--- src/ccrc_pkg.sv ---
`timescale 1ns / 1ps

package ccrc_pkg;

  localparam int MAX_CRC_WIDTH = 64;
  localparam int MIN_CRC_WIDTH = 8;
  localparam int CRC_W_BITS    = 7;
  localparam int CFG_IDX_BITS  = 3;

  localparam logic [CRC_W_BITS-1:0]    RST_CRC_WIDTH  = 7'd32;
  localparam logic [MAX_CRC_WIDTH-1:0] RST_POLYNOMIAL = 64'h0000_0000_04C1_1DB7;
  localparam logic [MAX_CRC_WIDTH-1:0] RST_INIT_VALUE = 64'h0000_0000_FFFF_FFFF;
  localparam logic [MAX_CRC_WIDTH-1:0] RST_FINAL_XOR  = 64'h0000_0000_FFFF_FFFF;

  typedef enum logic [CFG_IDX_BITS-1:0] {
    REG_CRC_WIDTH      = 3'd0,
    REG_POLYNOMIAL     = 3'd1,
    REG_INIT_VALUE     = 3'd2,
    REG_REFLECT_INPUT  = 3'd3,
    REG_REFLECT_OUTPUT = 3'd4,
    REG_FINAL_XOR      = 3'd5
  } ccrc_reg_t;

  // Settings the byte unit needs; polynomial is left-aligned to bit 63
  typedef struct packed {
    logic                     reflect_in;
    logic [MAX_CRC_WIDTH-1:0] poly_al;
  } ccrc_step_cfg_t;

  // Left shift that aligns a W-bit value to the top of the word (64 - W)
  function automatic logic [CRC_W_BITS-1:0] width_shift(input logic [CRC_W_BITS-1:0] w);
    logic [CRC_W_BITS-1:0] e;
    e = w;
    if (e < CRC_W_BITS'(MIN_CRC_WIDTH)) e = CRC_W_BITS'(MIN_CRC_WIDTH);
    if (e > CRC_W_BITS'(MAX_CRC_WIDTH)) e = CRC_W_BITS'(MAX_CRC_WIDTH);
    return CRC_W_BITS'(MAX_CRC_WIDTH) - e;
  endfunction

  function automatic logic [7:0] rev8(input logic [7:0] v);
    logic [7:0] r;
    for (int i = 0; i < 8; i++) r[i] = v[7-i];
    return r;
  endfunction

  function automatic logic [MAX_CRC_WIDTH-1:0] rev_word(input logic [MAX_CRC_WIDTH-1:0] v);
    logic [MAX_CRC_WIDTH-1:0] r;
    for (int i = 0; i < MAX_CRC_WIDTH; i++) r[i] = v[MAX_CRC_WIDTH-1-i];
    return r;
  endfunction

endpackage

--- src/configurable_crc_engine.sv ---
`timescale 1ns / 1ps

// Configurable CRC engine (Rocksoft model, MSB-first). Takes one byte beat per
// clock on in_* unless the result stream stalls; a beat with in_tlast high closes
// the message, and its CRC passes through a capture register and then the
// reflect/final-XOR output register to out_*, while the remainder restarts from
// the initial value. The full 8-step byte fold is done combinationally against a
// left-aligned remainder register, so throughput is one beat per cycle for any
// width from 8 to 64 unless the result stream stalls.
// Configuration writes on cfg_* are always ready and restart the message in
// progress; write only while no message is in flight. Widths below 8 act as 8,
// above 64 as 64; bits of polynomial, init_value and final_xor above the width
// are ignored, and result bits above the width are zero.
module configurable_crc_engine (
  input  logic        clk,
  input  logic        rst_n,
  // input stream
  input  logic        in_tvalid,
  output logic        in_tready,
  input  logic [7:0]  in_tdata,   // [7:0] data_byte
  input  logic        in_tuser,   // [0] has_byte
  input  logic        in_tlast,   // is_last
  // result stream
  output logic        out_tvalid,
  input  logic        out_tready,
  output logic [63:0] out_tdata,  // [63:0] crc_value
  // configuration writes
  input  logic        cfg_valid,
  output logic        cfg_ready,
  input  logic [2:0]  cfg_index,
  input  logic [63:0] cfg_data
);

  localparam int W  = ccrc_pkg::MAX_CRC_WIDTH;
  localparam int WB = ccrc_pkg::CRC_W_BITS;

  // configuration registers
  logic [WB-1:0] crc_width_r, crc_width_nxt;
  logic [W-1:0]  poly_r, poly_nxt;
  logic [W-1:0]  init_r, init_nxt;
  logic          refl_in_r, refl_in_nxt;
  logic          refl_out_r, refl_out_nxt;
  logic [W-1:0]  fxor_r, fxor_nxt;

  // datapath registers
  logic [W-1:0]  rem_r, rem_nxt;       // remainder, left-aligned to bit 63
  logic          fin_valid_r, fin_valid_nxt;
  logic [W-1:0]  fin_r, fin_nxt;       // closing remainder, left-aligned
  logic          out_valid_r, out_valid_nxt;
  logic [W-1:0]  out_data_r, out_data_nxt;

  logic          cfg_wr, in_acc, out_adv, fin_adv;
  logic [WB-1:0] shift_cur, shift_new;
  logic [W-1:0]  mask_cur, rem_step, fin_sel;
  ccrc_pkg::ccrc_step_cfg_t step_cfg;

  assign cfg_ready = 1'b1;
  assign cfg_wr    = cfg_valid & cfg_ready;

  // advance each stage when it is empty or its beat moves on
  assign out_adv   = ~out_valid_r | out_tready;
  assign fin_adv   = ~fin_valid_r | out_adv;
  assign in_tready = fin_adv;
  assign in_acc    = in_tvalid & in_tready;

  assign shift_cur = ccrc_pkg::width_shift(crc_width_r);
  assign shift_new = ccrc_pkg::width_shift(crc_width_nxt);
  assign mask_cur  = {W{1'b1}} >> shift_cur;

  // aligning shift drops polynomial bits above the width
  assign step_cfg.reflect_in = refl_in_r;
  assign step_cfg.poly_al    = poly_r << shift_cur;

  ccrc_byte_unit u_byte (
    .rem_in    (rem_r),
    .data_byte (in_tdata),
    .has_byte  (in_tuser),
    .step_cfg  (step_cfg),
    .rem_out   (rem_step)
  );

  // register writes; an index beyond the list only restarts the message
  always_comb begin
    crc_width_nxt = crc_width_r;
    poly_nxt      = poly_r;
    init_nxt      = init_r;
    refl_in_nxt   = refl_in_r;
    refl_out_nxt  = refl_out_r;
    fxor_nxt      = fxor_r;
    if (cfg_wr) begin
      case (ccrc_pkg::ccrc_reg_t'(cfg_index))
        ccrc_pkg::REG_CRC_WIDTH:      crc_width_nxt = cfg_data[WB-1:0];
        ccrc_pkg::REG_POLYNOMIAL:     poly_nxt      = cfg_data;
        ccrc_pkg::REG_INIT_VALUE:     init_nxt      = cfg_data;
        ccrc_pkg::REG_REFLECT_INPUT:  refl_in_nxt   = cfg_data[0];
        ccrc_pkg::REG_REFLECT_OUTPUT: refl_out_nxt  = cfg_data[0];
        ccrc_pkg::REG_FINAL_XOR:      fxor_nxt      = cfg_data;
        default: ;
      endcase
    end
  end

  // remainder: reload on a write (new settings) or after a closing beat
  always_comb begin
    rem_nxt = rem_r;
    if (cfg_wr) begin
      rem_nxt = init_nxt << shift_new;
    end else if (in_acc) begin
      rem_nxt = in_tlast ? (init_r << shift_cur) : rem_step;
    end
  end

  // capture stage: hold the closing remainder until the output stage is free
  always_comb begin
    fin_valid_nxt = fin_valid_r;
    fin_nxt       = fin_r;
    if (fin_adv) begin
      fin_valid_nxt = in_acc & in_tlast;
      fin_nxt       = rem_step;
    end
  end

  // Reversing the left-aligned word mirrors it across the width, since the
  // bits below the width are zero; otherwise shift it back down.
  assign fin_sel = refl_out_r ? ccrc_pkg::rev_word(fin_r) : (fin_r >> shift_cur);

  always_comb begin
    out_valid_nxt = out_valid_r;
    out_data_nxt  = out_data_r;
    if (out_adv) begin
      out_valid_nxt = fin_valid_r;
      out_data_nxt  = (fin_sel ^ fxor_r) & mask_cur;
    end
  end

  always_ff @(posedge clk) begin
    if (!rst_n) begin
      crc_width_r <= ccrc_pkg::RST_CRC_WIDTH;
      poly_r      <= ccrc_pkg::RST_POLYNOMIAL;
      init_r      <= ccrc_pkg::RST_INIT_VALUE;
      refl_in_r   <= 1'b1;
      refl_out_r  <= 1'b1;
      fxor_r      <= ccrc_pkg::RST_FINAL_XOR;
      rem_r       <= ccrc_pkg::RST_INIT_VALUE << ccrc_pkg::width_shift(ccrc_pkg::RST_CRC_WIDTH);
      fin_valid_r <= 1'b0;
      out_valid_r <= 1'b0;
    end else begin
      crc_width_r <= crc_width_nxt;
      poly_r      <= poly_nxt;
      init_r      <= init_nxt;
      refl_in_r   <= refl_in_nxt;
      refl_out_r  <= refl_out_nxt;
      fxor_r      <= fxor_nxt;
      rem_r       <= rem_nxt;
      fin_valid_r <= fin_valid_nxt;
      out_valid_r <= out_valid_nxt;
    end
  end

  always_ff @(posedge clk) begin
    fin_r      <= fin_nxt;
    out_data_r <= out_data_nxt;
  end

  assign out_tvalid = out_valid_r;
  assign out_tdata  = out_data_r;

  // bits below the aligned width stay clear in the remainder
  a_rem_aligned: assert property (@(posedge clk) disable iff (!rst_n)
    (rem_r & ~(~{W{1'b0}} << shift_cur)) == {W{1'b0}})
    else $error("remainder has bits below the CRC width alignment");

  // a result never carries bits above the width
  a_out_masked: assert property (@(posedge clk) disable iff (!rst_n)
    out_valid_r |-> ((out_data_r & ~mask_cur) == {W{1'b0}}))
    else $error("result has bits above the CRC width");

  // a captured CRC waiting on a full output stage is not dropped
  a_fin_held: assert property (@(posedge clk) disable iff (!rst_n)
    (fin_valid_r && !out_adv) |=> (fin_valid_r && $stable(fin_r)))
    else $error("captured CRC lost while the output stage stalled");

  // the capture stage only fills from a closing beat
  a_fin_source: assert property (@(posedge clk) disable iff (!rst_n)
    (fin_adv && !(in_acc && in_tlast)) |=> !fin_valid_r)
    else $error("capture stage filled without a closing beat");

endmodule

--- src/ccrc_byte_unit.sv ---
`timescale 1ns / 1ps

// Fold one byte into a left-aligned remainder: eight shift/XOR steps
module ccrc_byte_unit (
  input  logic [ccrc_pkg::MAX_CRC_WIDTH-1:0] rem_in,
  input  logic [7:0]                         data_byte,
  input  logic                               has_byte,
  input  ccrc_pkg::ccrc_step_cfg_t           step_cfg,
  output logic [ccrc_pkg::MAX_CRC_WIDTH-1:0] rem_out
);

  logic [7:0]                         byte_in;
  logic [ccrc_pkg::MAX_CRC_WIDTH-1:0] r;

  always_comb begin
    byte_in = step_cfg.reflect_in ? ccrc_pkg::rev8(data_byte) : data_byte;
    r = rem_in ^ {byte_in, {(ccrc_pkg::MAX_CRC_WIDTH-8){1'b0}}};
    for (int k = 0; k < 8; k++) begin
      if (r[ccrc_pkg::MAX_CRC_WIDTH-1]) begin
        r = (r << 1) ^ step_cfg.poly_al;
      end else begin
        r = r << 1;
      end
    end
    // hold the remainder on a beat that carries no byte
    rem_out = has_byte ? r : rem_in;
  end

endmodule

--- config.mk ---
export PLATFORM = sky130hd
export DESIGN_NAME = configurable_crc_engine
export DESIGN_NICKNAME = d
export VERILOG_FILES = /design/src/ccrc_pkg.sv /design/src/configurable_crc_engine.sv /design/src/ccrc_byte_unit.sv
export SDC_FILE = /design/constraint.sdc
export NUM_CORES = 2
export LEC_CHECK = 0
export BUFFER_PORTS_ARGS = -buffer_cell sky130_fd_sc_hd__buf_2
export CAP_MARGIN = 20
export CORE_UTILIZATION = 26
export CTS_CLUSTER_DIAMETER = 150
export DETAILED_ROUTE_END_ITERATION = 8
export SLEW_MARGIN = 20
export SYNTH_ARGS = -nofsm -noshare
export SYNTH_HDL_FRONTEND = slang
export SYNTH_SLANG_ARGS = --single-unit
--- constraint.sdc ---
create_clock -name clk -period 8.2 [get_ports clk]
set_input_delay 1.23 -clock clk [delete_from_list [all_inputs] [get_ports clk]]
set_output_delay 1.23 -clock clk [all_outputs]
set_load 0.02 [all_outputs]
==> impl_summary.txt <==
----------------------------------------------------
[Status]
  Result of the run ... finished clean

[Power and ir drop]
  Worst vdd ir ... 0.000421 V
  Cell Pwr Density ... 385 nW/um^2
  Leakage dissipation ... 18.2 nW

[Worst setup path]
  Kind of critical path ... reg2reg
  Startpoint type of the worst setup path ... flop
  Endpoint required time on the critical path ... 8.57 ns
  Terminus of the critical flop-to-flop path ... fin_r[60]
  FF-to-FF path depth ... 23
  Origin of the critical flop-to-flop path ... crc_width_r[3]
  Max Fanout on Critical Path ... 34
  Critical Path Sink Type ... flop
  Setup slack, reg-to-reg ... 0.32 ns
  Critical path data arrival time ... 8.25 ns

[STA]
  Tmin final ... 7.88 ns
  Headroom to the max-slew limit ... 0.217
  Period Utilization, post-route ... 0.961
  Slew at the pin closest to its max-slew limit ... 1.17 ns
  Total count of max-transition violations in the final report ... 0
  Worst setup margin ... 0.322 ns
  Final Setup Violations ... 0
  Setup repair after global routing missed its margin ... false
  Maximum clock rate ... 127 MHz
  Setup clock skew after layout ... 0.0513 ns
  Final hold viol count ... 0
  Post-route setup TNS ... 0 ns

[Synthesis]
  Count of yosys warnings during synthesis ... 0
  Syn_nets ... 5338
  Number of enable-type register cells in the synthesized netlist ... 128
  Synthesized area ... 41200 um^2
  Distinct cell type count of the synthesized netlist ... 99
  Post-Synthesis Cells ... 5251
  Post-synth ARST share ... 0
  Count of state elements after synthesis ... 395
  Post-Synthesis Mean Instance Area ... 7.85 um^2
  Main flop type after synthesis ... dfxtp_1
  Portion of the post-synthesis area used by sequential elements ... 0.223

[Route]
  ANT nets after route ... 0
  First-pass iteration count of the detailed router ... 6
  WL/cell ... 30.1 um
  Routed WL ... 220 mm
  Detailed-route DRC error count ... 0
  Average vias per placed instance ... 5.89
  Total number of vias ... 43.0k
  Number of violations reported at the end of detailed-routing iteration 0 ... 5823

[CTS]
  Number of H-tree levels ... 2
  CTS hold repair buffers ... 0
  CTS tree ... done
  TritonCTS buffer count ... 49
  Buffers from clock root to sink, at most ... 3
  Clock-pin slew on the worst setup and hold paths ... 0.06 ns
  Root buffer cell ... clkbuf_16
  Clock Sinks ... 395
  Clock latency at the later pin of the worst-skew pair ... 0.67 ns

[Final layout]
  Final standard cell count with taps included and fillers excluded ... 7290
  Post-route design area ... 46400 um^2
  Total inserted antenna cells ... 0
  Area Overhead vs Synth ... 12.5%
  Fin nets ... 5278
  Fraction of layout cells with a size suffix above 1 ... 0.122

[Floorplanning]
  FP Rows ... 145
  Width of the die ... 400 um
  Number of top-level pins ... 149
  Die outline area ... 160000 um^2
  Effective utilization at floorplan ... 0.263
  Die span in y ... 400 um
  Placeable core region ... 157000 um^2

[Hold path]
  Worst min-delay path endpoint ... fxor_r[2]
  Worst hold path cell count ... 2
  Hold Path Origin ... fxor_r[2]
  Type of the worst min-delay path ... reg2reg

[Placed design]
  Weighted congestion reported at the end of routability-driven placement ... 1.10
  Detailed placer's ending HPWL ... 170 mm
  Quantity of I/O buffers inserted on ports ... 147
  Worst slack, placed ... 0.185 ns
  Cell count after placement ... 7191
  Placed inst area ... 44600 um^2

[Flow run]
  Max capacitance violation total ... 0

[GRT]
  Via count of the first global-routing pass ... 39.8k
  Total congestion overflow ... 0
  Largest net degree at the start of global routing ... 115
  Initial antenna violation count ... 4
  Total global routing track utilization ... 0.264
  Wire length of the first global-routing pass ... 306 mm

----------------------------------------------------
## power breakdown
| group | internal, mW | switching, mW | total (mW) |
|---|---|---|---|
| clock | 1.35 | 1.00 | 2.35 |
| combinational | 4.62 | 7.71 | 12.3 |
| sequential | 2.50 | 0.655 | 3.16 |
## how the worst max path moves through the flow
| stage | start | endpoint | slack [ns] | depth (start not counted) |
|---|---|---|---|---|
| 5_1_grt | crc_width_r[3] | fin_r[18] | 0.04 | 25 |
| 3_3_place_gp | crc_width_r[3] | fin_r[6] | 0.21 | 26 |
| 4_1_cts | crc_width_r[3] | rem_r[14] | 0.07 | 26 |
| 2_1_floorplan | crc_width_r[6] | fin_r[22] | 0.42 | 32 |
| 6_report | crc_width_r[3] | fin_r[60] | 0.32 | 23 |
| 3_5_place_dp | crc_width_r[3] | rem_r[14] | 0.19 | 26 |
## timing repair
action / CTS / global route
endpoints found under the setup margin: 0 / 126
setup buffers: 0 / 7
resized for setup: 0 / 3
## cell families (layout without fill, tap and decap cells)
family | count (synthesis) | count (layout) | share of synthesized area
simple gates | 1807 | 1807 | 0.193
mux | 921 | 921 | 0.242
xor+xnor | 524 | 524 | 0.113
other cells | 1 | 1 | 0.0000910
buf+inv | 489 | 470 | 0.0480
fa+ha+maj | 5 | 5 | 0.00152
flops | 395 | 395 | 0.223
compound gates | 1109 | 1109 | 0.179
## flip-flops by register name (all words and copies together), names as in the netlist
name,cells
poly_r,64
out_tdata,64
crc_width_r,7
rem_r,64
fin_r,64
fin_valid_r,1
refl_in_r,1
fxor_r,64
out_tvalid,1
init_r,64
refl_out_r,1
## per-stage QoR
| stage | power [mW] | util | hold WS [ns] |
|---|---|---|---|
| floorplan | 10.6 | - | 0.441 |
| global placement | 14.7 | 0.284 | 0.466 |
| detailed placement | 14.8 | 0.284 | 0.475 |
| CTS | 17.2 | 0.295 | 0.483 |
| global route | 18.4 | 0.296 | 0.502 |
| finish | 17.8 | 0.296 | 0.482 |
## synthesized netlist by cell type, types with 10 or more instances
master	n	area share
mux2_2	59	0.016
a311oi_1	23	0.0049
or2_2	26	0.0039
o211ai_1	33	0.0060
mux4_2	52	0.028
a21o_1	16	0.0029
a221oi_1	40	0.0085
nand4_1	11	0.0017
buf_1	105	0.0096
nor3_1	80	0.0097
o22a_1	11	0.0023
nor4b_1	10	0.0021
dfxtp_1	267	0.13
edfxtp_1	128	0.093
nand3_1	117	0.014
mux2i_1	807	0.20
clkbuf_1	301	0.027
a21oi_1	275	0.033
a21boi_0	101	0.018
inv_1	31	0.0028
o21ai_0	190	0.023
a2111oi_0	12	0.0025
nor2b_1	56	0.0085
nand2_1	1010	0.092
nor4_1	18	0.0027
o2bb2ai_1	12	0.0025
nand2b_1	34	0.0052
a22oi_1	64	0.012
o221ai_1	17	0.0036
a211oi_1	111	0.020
and3_1	82	0.012
xor2_1	81	0.017
nor2_1	282	0.026
xnor2_1	437	0.093
o31ai_1	19	0.0035
o21a_1	11	0.0020
or3_1	14	0.0021
o22ai_1	42	0.0064
buf_2	30	0.0036
a31oi_1	40	0.0061
and2_1	30	0.0046
o21ai_1	11	0.0013
## worst max-delay path, cell delays in order (launching register included)
cell and delay (ns):
dfxtp_1 0.41, nor3_4 0.29, nor2_1 0.09, nand2_1 0.15, ha_1 0.30, inv_1 0.14
ha_4 0.35, inv_4 0.24, mux4_2 0.53, mux2i_1 0.39, o211ai_1 0.45, nand3_1 0.41
mux2_2 0.37, a2111o_1 0.46, and4_1 0.22, o22ai_1 0.27, and2_2 0.83, buf_4 0.28
nand2_1 0.07, xnor2_1 0.15, xnor2_1 0.14, xnor2_1 0.53, xnor2_1 0.17, mux2_2 0.30
## cell usage in the layout, fill, tap and decap left out, types with 64 or more instances in the layout
cell | Yosys | routed
a211oi_1 | 111 | 110
a21boi_0 | 101 | 101
a21oi_1 | 275 | 273
a22oi_1 | 64 | 64
and3_1 | 82 | 82
buf_2 | 30 | 146
buf_4 | 9 | 177
dfxtp_1 | 267 | 266
edfxtp_1 | 128 | 128
mux2i_1 | 807 | 807
nand2_1 | 1010 | 1005
nand3_1 | 117 | 117
nor2_1 | 282 | 274
nor3_1 | 80 | 77
o21ai_0 | 190 | 185
xnor2_1 | 437 | 432
xor2_1 | 81 | 79
## area by class of cell
cell class | instances | area (um^2)
clock inverters | 24 | 303
inverters | 36 | 143
clock buffers | 68 | 1420
repair buffers | 342 | 2420
fillers | 16800 | 110000
multi-input cells | 4367 | 30300
well taps | 2058 | 2570
flip-flops and latches | 395 | 9190
## per-layer routing
metal / up-vias / GRT usage / routed length, um
met2: 2724 / 0.400 / 93300
met4: 0 / 0.152 / 15100
met3: 534 / 0.0606 / 23100
li1: 18700 / - / -
met1: 21000 / 0.342 / 88200
met5: - / 0 / 0
Note: power is estimated with default switching activity, not from simulation.
